File: src/design/srba_pkg.sv
// shared types, constants and functions of the scaler record bcd accumulator
package srba_pkg;

	localparam int CHANNELS       = 8;
	localparam int OUT_CHANNELS   = 8;
	localparam int TOTAL_BITS     = 48;
	localparam int SUM_BITS       = TOTAL_BITS + 1;
	localparam int OUT_TOTAL_BITS = 48;
	localparam int BCD_BITS       = 15;
	localparam int SCALED_BITS    = 28;
	localparam int DATA_WORDS     = 16;
	localparam int MIN_SUB_LEN    = 18;
	localparam int HIGH_SCALE     = 10000;

	localparam logic [4:0] CAP_IDLE      = 5'd0;
	localparam logic [4:0] CAP_FIRST     = 5'd1;
	localparam logic [4:0] CAP_LAST      = 5'd16;
	localparam logic [4:0] CAP_AWAIT_TAG = 5'd17;

	localparam logic [15:0] NO_HEADER      = 16'hFFFF;
	localparam logic [15:0] FIRST_HEADER   = 16'd1;
	localparam logic [15:0] RECORD_TAG_RST = 16'h4553;
	localparam logic [15:0] BLOCK_TAG_RST  = 16'h5653;
	localparam logic [15:0] MAX_WORDS_RST  = 16'd60000;

	localparam logic [11:0] BLOCK_COUNT_MAX = 12'hFFF;

	localparam logic [1:0] REG_RECORD_TAG = 2'd0;
	localparam logic [1:0] REG_BLOCK_TAG  = 2'd1;
	localparam logic [1:0] REG_MAX_WORDS  = 2'd2;

	localparam logic [1:0] STATUS_OK     = 2'd0;
	localparam logic [1:0] STATUS_HALT   = 2'd1;
	localparam logic [1:0] STATUS_FORMAT = 2'd2;

	typedef logic [TOTAL_BITS-1:0] total_t;
	typedef logic [SUM_BITS-1:0] total_sum_t;

	typedef struct packed {
		logic [15:0] data_word;
		logic        start_stream;
	} src_req_t;

	typedef struct packed {
		logic [47:0] total_ch1;
		logic [47:0] total_ch2;
		logic [47:0] total_ch3;
		logic [47:0] total_ch4;
		logic [47:0] total_ch5;
		logic [47:0] total_ch6;
		logic [47:0] total_ch7;
		logic [47:0] total_ch8;
		logic [11:0] blocks_in_record;
		logic [1:0]  status;
	} res_req_t;

	// four bcd digits, nibbles weighted by their plain value
	function automatic logic [BCD_BITS-1:0] bcd4(input logic [15:0] w);
		return BCD_BITS'(w[3:0])
			+ BCD_BITS'(w[7:4]) * BCD_BITS'(10)
			+ BCD_BITS'(w[11:8]) * BCD_BITS'(100)
			+ BCD_BITS'(w[15:12]) * BCD_BITS'(1000);
	endfunction

endpackage

File: src/design/scaler_record_bcd_accumulator.sv
// top level of the scaler record bcd accumulator
// Usage:
// The src channel carries one 16-bit stream word per request, with start_stream
// marking the first word of a new file (framing restarts, totals are kept).
// The res channel carries one request at the end of every tagged record, and one
// when a record is too long: eight saturating channel totals, the number of
// scaler blocks in the record and a status (ok, record too long, sub-block format error).
// Both channels use valid/stall; a request moves when valid is high and stall low.
// Throughput: one word per cycle while res is not stalled; every word passes
// an input register, a bcd decode and scale stage, and one state update that
// does a single 48-bit add with saturation into the result register.
// When res is stalled with a result held, the pipeline freezes and src_stall
// rises until the result is taken.
// Reset clears the totals, all framing state and the halt flag, and loads the
// default tags and length limit. A too-long record halts the block until reset.
// Registers (APB, 32-bit words): 0x0 record tag, 0x4 block tag, 0x8 length limit.
module scaler_record_bcd_accumulator (
	input  logic              clk,
	input  logic              arst_n,
	input  logic              src_valid,
	output logic              src_stall,
	input  srba_pkg::src_req_t src_data,
	output logic              res_valid,
	input  logic              res_stall,
	output srba_pkg::res_req_t res_data,
	input  logic              psel,
	input  logic              penable,
	input  logic              pwrite,
	input  logic [3:0]        paddr,
	input  logic [31:0]       pwdata,
	output logic [31:0]       prdata,
	output logic              pready
);
	import srba_pkg::*;

	logic [15:0] record_tag_q, block_tag_q, max_words_q;

	logic                   adv;
	logic                   valid_s1, start_s1;
	logic [15:0]            word_s1;
	logic                   valid_s2, start_s2;
	logic [15:0]            word_s2;
	logic [BCD_BITS-1:0]    bcd_s2;
	logic [SCALED_BITS-1:0] scaled_s2;
	logic [BCD_BITS-1:0]    bcd_s1;

	logic [15:0] word_pos_q, rec_len_q, next_hdr_q;
	logic        tagged_q, halted_q, fmt_err_q;
	logic [4:0]  cap_q;
	logic [14:0] low_q;
	logic [11:0] block_cnt_q;
	total_t      totals_q [CHANNELS];

	logic [15:0] word_pos_n, rec_len_n, next_hdr_n;
	logic        tagged_n, halted_n, fmt_err_n;
	logic [4:0]  cap_n;
	logic [14:0] low_n;
	logic [11:0] block_cnt_n;
	total_t      totals_n [CHANNELS];

	logic                   clear_e, emit, add_en;
	logic [1:0]             emit_status;
	logic [15:0]            last, p;
	logic [4:0]             j;
	logic [2:0]             ch;
	logic [SCALED_BITS-1:0] add_val;
	total_t                 t_sel;
	total_sum_t             t_sum;
	logic [16:0]            nh_sum;
	logic [OUT_TOTAL_BITS-1:0] out_tot [OUT_CHANNELS];
	res_req_t               res_n;

	// configuration port
	assign pready = 1'b1;

	always_ff @(posedge clk or negedge arst_n) begin
		if (!arst_n) begin
			record_tag_q <= RECORD_TAG_RST;
			block_tag_q  <= BLOCK_TAG_RST;
			max_words_q  <= MAX_WORDS_RST;
		end else if (psel && penable && pwrite) begin
			case (paddr[3:2])
				REG_RECORD_TAG: record_tag_q <= pwdata[15:0];
				REG_BLOCK_TAG:  block_tag_q  <= pwdata[15:0];
				REG_MAX_WORDS:  max_words_q  <= pwdata[15:0];
				default: ;
			endcase
		end
	end

	always_comb begin
		case (paddr[3:2])
			REG_RECORD_TAG: prdata = {16'd0, record_tag_q};
			REG_BLOCK_TAG:  prdata = {16'd0, block_tag_q};
			REG_MAX_WORDS:  prdata = {16'd0, max_words_q};
			default:        prdata = 32'd0;
		endcase
	end

	// pipeline advance
	assign adv       = !res_valid || !res_stall;
	assign src_stall = !adv;
	assign bcd_s1    = bcd4(word_s1);

	always_ff @(posedge clk or negedge arst_n) begin
		if (!arst_n) begin
			valid_s1 <= 1'b0;
			valid_s2 <= 1'b0;
		end else if (adv) begin
			valid_s1 <= src_valid;
			valid_s2 <= valid_s1;
		end
	end

	always_ff @(posedge clk) begin
		if (adv) begin
			if (src_valid) begin
				word_s1  <= src_data.data_word;
				start_s1 <= src_data.start_stream;
			end
			word_s2   <= word_s1;
			start_s2  <= start_s1;
			bcd_s2    <= bcd_s1;
			scaled_s2 <= SCALED_BITS'(bcd_s1) * SCALED_BITS'(HIGH_SCALE);
		end
	end

	// record framing and accumulation
	always_comb begin
		clear_e     = valid_s2 && start_s2 && !halted_q;
		word_pos_n  = clear_e ? 16'd0 : word_pos_q;
		rec_len_n   = clear_e ? 16'd0 : rec_len_q;
		tagged_n    = clear_e ? 1'b0 : tagged_q;
		next_hdr_n  = clear_e ? FIRST_HEADER : next_hdr_q;
		cap_n       = clear_e ? CAP_IDLE : cap_q;
		low_n       = clear_e ? 15'd0 : low_q;
		block_cnt_n = clear_e ? 12'd0 : block_cnt_q;
		fmt_err_n   = clear_e ? 1'b0 : fmt_err_q;
		halted_n    = halted_q;
		totals_n    = totals_q;
		emit        = 1'b0;
		emit_status = STATUS_OK;
		add_en      = 1'b0;
		p           = word_pos_n;
		last        = rec_len_n - 16'd2;
		j           = cap_n - CAP_FIRST;
		ch          = j[3:1];
		add_val     = scaled_s2 + SCALED_BITS'(low_q);
		nh_sum      = 17'(p) + 17'(word_s2);
		t_sel       = '0;
		for (int c = 0; c < CHANNELS; c++) begin
			if (ch == 3'(c))
				t_sel = totals_q[c];
		end
		t_sum = total_sum_t'(t_sel) + total_sum_t'(add_val);

		if (valid_s2 && !halted_q) begin
			if (rec_len_n == 16'd0) begin
				if (word_s2 > max_words_q) begin
					halted_n    = 1'b1;
					emit        = 1'b1;
					emit_status = STATUS_HALT;
				end else if (word_s2 >= 16'd2) begin
					rec_len_n  = word_s2;
					word_pos_n = 16'd0;
				end
			end else begin
				if (p == 16'd0) begin
					tagged_n = (word_s2 == record_tag_q);
				end else if (tagged_n) begin
					if (cap_n >= CAP_FIRST && cap_n <= CAP_LAST) begin
						if (!j[0])
							low_n = bcd_s2;
						else if (32'(ch) < CHANNELS)
							add_en = 1'b1;
						if (cap_n == CAP_LAST) begin
							cap_n = CAP_IDLE;
							if (block_cnt_n != BLOCK_COUNT_MAX)
								block_cnt_n = block_cnt_n + 12'd1;
						end else begin
							cap_n = cap_n + 5'd1;
						end
					end else if (cap_n == CAP_AWAIT_TAG) begin
						cap_n = (word_s2 == block_tag_q
							&& 17'(p) + 17'(DATA_WORDS) <= 17'(last)) ? CAP_FIRST : CAP_IDLE;
					end else if (p == next_hdr_n) begin
						if (word_s2 < 16'(MIN_SUB_LEN)) begin
							fmt_err_n  = 1'b1;
							next_hdr_n = NO_HEADER;
						end else begin
							next_hdr_n = nh_sum[16] ? NO_HEADER : nh_sum[15:0];
							cap_n      = CAP_AWAIT_TAG;
						end
					end
				end

				if (add_en) begin
					for (int c = 0; c < CHANNELS; c++) begin
						if (ch == 3'(c))
							totals_n[c] = t_sum[SUM_BITS-1] ? '1 : t_sum[TOTAL_BITS-1:0];
					end
				end

				if (p >= last) begin
					emit        = tagged_n;
					emit_status = fmt_err_n ? STATUS_FORMAT : STATUS_OK;
				end else begin
					word_pos_n = p + 16'd1;
				end
			end
		end

		for (int c = 0; c < OUT_CHANNELS; c++)
			out_tot[c] = '0;
		for (int c = 0; c < CHANNELS; c++)
			out_tot[c] = OUT_TOTAL_BITS'(totals_n[c]);

		res_n.total_ch1        = out_tot[0];
		res_n.total_ch2        = out_tot[1];
		res_n.total_ch3        = out_tot[2];
		res_n.total_ch4        = out_tot[3];
		res_n.total_ch5        = out_tot[4];
		res_n.total_ch6        = out_tot[5];
		res_n.total_ch7        = out_tot[6];
		res_n.total_ch8        = out_tot[7];
		res_n.blocks_in_record = block_cnt_n;
		res_n.status           = emit_status;

		// end of record clears framing
		if (valid_s2 && !halted_q && rec_len_n != 16'd0 && p >= last) begin
			word_pos_n  = 16'd0;
			rec_len_n   = 16'd0;
			tagged_n    = 1'b0;
			next_hdr_n  = FIRST_HEADER;
			cap_n       = CAP_IDLE;
			low_n       = 15'd0;
			block_cnt_n = 12'd0;
			fmt_err_n   = 1'b0;
		end
	end

	always_ff @(posedge clk or negedge arst_n) begin
		if (!arst_n) begin
			word_pos_q  <= 16'd0;
			rec_len_q   <= 16'd0;
			tagged_q    <= 1'b0;
			next_hdr_q  <= FIRST_HEADER;
			cap_q       <= CAP_IDLE;
			low_q       <= 15'd0;
			block_cnt_q <= 12'd0;
			halted_q    <= 1'b0;
			fmt_err_q   <= 1'b0;
			for (int c = 0; c < CHANNELS; c++)
				totals_q[c] <= '0;
			res_valid   <= 1'b0;
		end else if (adv) begin
			word_pos_q  <= word_pos_n;
			rec_len_q   <= rec_len_n;
			tagged_q    <= tagged_n;
			next_hdr_q  <= next_hdr_n;
			cap_q       <= cap_n;
			low_q       <= low_n;
			block_cnt_q <= block_cnt_n;
			halted_q    <= halted_n;
			fmt_err_q   <= fmt_err_n;
			totals_q    <= totals_n;
			res_valid   <= emit;
		end
	end

	always_ff @(posedge clk) begin
		if (adv && emit)
			res_data <= res_n;
	end

endmodule

File: config.mk
export PLATFORM = sky130hd
export DESIGN_NAME = scaler_record_bcd_accumulator
export DESIGN_NICKNAME = d
export VERILOG_FILES = /design/src/design/srba_pkg.sv /design/src/design/scaler_record_bcd_accumulator.sv
export SDC_FILE = /design/constraint.sdc
export NUM_CORES = 2
export LEC_CHECK = 0
export BUFFER_PORTS_ARGS = -buffer_cell sky130_fd_sc_hd__buf_2
export CORE_UTILIZATION = 40
export CTS_BUF_LIST = sky130_fd_sc_hd__clkbuf_8
export DETAILED_ROUTE_END_ITERATION = 8
export GPL_TIMING_DRIVEN = 0
export HOLD_SLACK_MARGIN = 0.08
export PLACE_DENSITY = 0.56
export SYNTH_ARGS = -nofsm -noshare
export SYNTH_HDL_FRONTEND = slang
export SYNTH_SLANG_ARGS = --single-unit
File: constraint.sdc
create_clock -name clk -period 31.4 [get_ports clk]
set_clock_uncertainty 0.2 [all_clocks]
set_input_delay 6.28 -clock clk [delete_from_list [all_inputs] [get_ports clk]]
set_output_delay 6.28 -clock clk [all_outputs]
set_load 0.02 [all_outputs]
==> results.json <==
{
  "status": "complete, no violations",
  "yosys.area_share.simple_pct": 13.3,
  "final_nets": 6139,
  "yosysWarnings": 0,
  "routedWlPerCell_um": 28.1,
  "yosysTopAreaCell": "edfxtp_1",
  "slowest_stage": "clkbuf_1",
  "dieArea_um2": 130000,
  "worst-path-buf-inv": 5,
  "critPathMaxStageDelay_ps": 660,
  "synthesis.area_um2": 51500,
  "fillCellCount": 12200,
  "grt_pass1_wl_um": 303000,
  "synthArstFlopShare_pct": 52.6,
  "avgSynthCellArea_um2": 10.0,
  "coreArea_um2": 128000,
  "synthDominantCellAreaShare_pct": 27.2,
  "worstPathCellList": "buf_2, nand2_1, inv_1, clkbuf_1, clkbuf_1, buf_2",
  "timing.hold.ws_ps": 224,
  "via_count": 45200,
  "numCtsBuffers": 171,
  "track_usage_pct": 32.2,
  "totalWireLength_um": 214000,
  "fmax_mhz": 65.6,
  "synthTopCellsByArea": "edfxtp_1 (27%), dfrtp_1 (24%), nand2_1 (7.2%)",
  "cp.arrival_ps": 8770,
  "synth_xor_area_share_pct": 2.89,
  "place_congestion": 0.988,
  "port_buffers": 457,
  "ctsLongestPathBuffers": 3,
  "grt_start_max_net_pins": 108,
  "cts_max_level": 4,
  "rsz0062_at_grt": "no",
  "synthCells": 5135,
  "path_clk_slew_ps": 60,
  "postCtsSetupRepairBufs": 0,
  "synth-main-ff-cell": "dfrtp_1",
  "die_x_um": 361,
  "min_path_type": "reg -> reg",
  "cts_tree": "done",
  "setup_viol": 0,
  "fin_util_pct": 46.9,
  "path_max_fanout": 10,
  "fin_crit_ps": 15250,
  "regArea_um2": 27000,
  "finalCritPeriodShare_pct": 48.6,
  "dr.pass1.iters": 8,
  "initialDrtViolationCount": 5787,
  "synthMuxAreaShare_pct": 1.94,
  "synthAdderAreaFrac_pct": 7.51,
  "drive_gt1_share_pct": 16.8,
  "hold_violations": 0,
  "ioPinCount": 493,
  "grt_pass1_vias": 43200,
  "ctsHoldBuffers": 0,
  "syn2layout_area_growth_pct": 16.3,
  "slew_headroom_pct": 2.68,
  "die_h_um": 361,
  "critPathKind": "in -> out",
  "max_cap_viol_count": 0,
  "worstSetupStartpointType": "input port",
  "endpoint_kind": "output port",
  "cp_top_family": "buffers and inverters",
  "worstMarginPinSlew_ps": 1450,
  "drc": 0,
  "viasPerCell": 5.94,
  "start_util_pct": 40.3,
  "root_buffer": "clkbuf_8",
  "clock_latency_ps": 950,
  "required_ps": 24920,
  "synth_top_family_by_area": "compound AO/OA/AOI/OAI gates",
  "grt-ovfl-total": 0,
  "maxSlewViolCount": 0,
  "cts_sinks": 984,
  "synth_compound_area_share_pct": 17.5,
  "antenna_found_initial": 11,
  "multi_input_area_um2": 22300,
  "ys_ff_latch": 984,
  "ys_seq_area_share_pct": 52.4,
  "drtAntennaViolNets": 0,
  "num_rows": 131,
  "post_cts_resized": 0,
  "synthDistinctLibCells": 106,
  "hpwl_um": 159000,
  "synth-edff-count": 466
}
[cells in the final DEF (no fill, tap or decap), types with 19 or more instances in the layout]
master | netlist | layout
nand2_1 | 984 | 984
o21ai_0 | 525 | 525
buf_2 | 59 | 515
dfrtp_1 | 495 | 495
edfxtp_1 | 466 | 466
o21ai_1 | 357 | 357
clkbuf_1 | 241 | 240
inv_1 | 182 | 229
ha_1 | 226 | 226
a21oi_1 | 191 | 191
nor2_1 | 190 | 189
clkbuf_8 | 0 | 184
xnor2_1 | 108 | 108
nand3_1 | 66 | 66
xor2_1 | 62 | 62
nor3_1 | 53 | 52
fa_1 | 52 | 52
mux2i_1 | 47 | 47
a21o_1 | 44 | 44
mux2_2 | 42 | 42
a22o_1 | 41 | 41
o22ai_1 | 39 | 39
nand4_1 | 37 | 37
nor2_2 | 35 | 35
clkinv_2 | 0 | 35
buf_4 | 31 | 33
a221oi_1 | 33 | 33
a31oi_1 | 31 | 30
nor2b_1 | 27 | 27
and3_1 | 27 | 27
and2_1 | 25 | 25
o21a_1 | 25 | 25
nor4_1 | 26 | 25
clkinv_1 | 0 | 24
dfstp_2 | 23 | 23
a211oi_1 | 21 | 20
a31o_2 | 19 | 19
o211ai_1 | 19 | 19
[area by class of cell]
cell class              count  area share (%)
flip-flops and latches    984            45.1
multi-input cells        3629            37.3
repair buffers            478            4.53
clock buffers             184            4.23
well taps                1662            3.47
plain buffers             355            2.64
clock inverters           134            1.60
inverters                 182            1.14
diodes                      8          0.0334
[worst reg2reg max path: cells and delay by family (launching register included)]
family | cells | cell delay [ps]
compound gates | 9 | 4000
flops | 1 | 570
buf+inv | 14 | 6020
simple gates | 8 | 1880
fa+ha+maj | 2 | 740
[Yosys cell counts, drive strengths merged, types with 68 or more instances]
master / count
ha: 226
a21oi: 195
nand2: 985
edfxtp: 466
inv: 182
dfrtp: 495
xnor2: 108
o21ai: 882
nor2: 225
nand3: 68
buf: 114
clkbuf: 241
[per-layer routing]
| metal | wire length [um] | vias to the layer above | track usage [%] |
|---|---|---|---|
| li1 | - | 19700 | - |
| met1 | 88100 | 22300 | 43.7 |
| met2 | 93300 | 2673 | 48.3 |
| met3 | 21400 | 574 | 7.69 |
| met4 | 10800 | 4 | 15.6 |
| met5 | 28 | - | 0 |
[path summary, 6_finish.rpt]
path	from	end	slack (ps)	depth (start not counted)
worst max-delay path	res_stall	src_stall	16150	6
worst min-delay path	start_s1$_DFFE_PP_	start_s2$_DFFE_PN_	220	0
worst max register to register	start_s2$_DFFE_PN_	res_data[111]$_DFFE_PP_	17650	33
worst min register to register	start_s1$_DFFE_PP_	start_s2$_DFFE_PN_	220	0
max in group asynchronous	arst_n	totals_q[293]$_DFFE_PN0N_	24450	3
min in group asynchronous	arst_n	totals_q[281]$_DFFE_PN0N_	5100	1
[state kept, by name, indices dropped and copies added, names as in the netlist, 12 cells and up]
name	cells
word_s2	16
scaled_s2	20
record_tag_q	16
max_words_q	16
res_data	398
block_tag_q	16
totals_q	384
word_s1	16
word_pos_q	16
rec_len_q	16
low_q	15
bcd_s2	14
next_hdr_q	16
block_cnt_q	12
[through the flow]
step / instance area [um^2] / setup TNS, ps / instances / setup slack [ps]
after CTS: 59900 / 0 / 7608 / 16230
after floorplan: 51600 / 0 / 5150 / 6480
after detailed placement: 56400 / 0 / 7290 / 16240
final: 59900 / 0 / 7616 / 16150
after global placement: 55900 / -713440 / 7269 / -2000
after global routing: 59900 / 0 / 7610 / 16080
[kinds of logic after synthesis]
kind of cell    count (synthesis)
compound gates               1510
xor+xnor                      170
fa+ha+maj                     278
buf+inv                       537
flops                         984
mux                            92
other cells                     2
simple gates                 1562
Power is left out: the tool's default activity adds up to more than one toggle a clock period on the data nets, which glitch-free logic cannot reach.
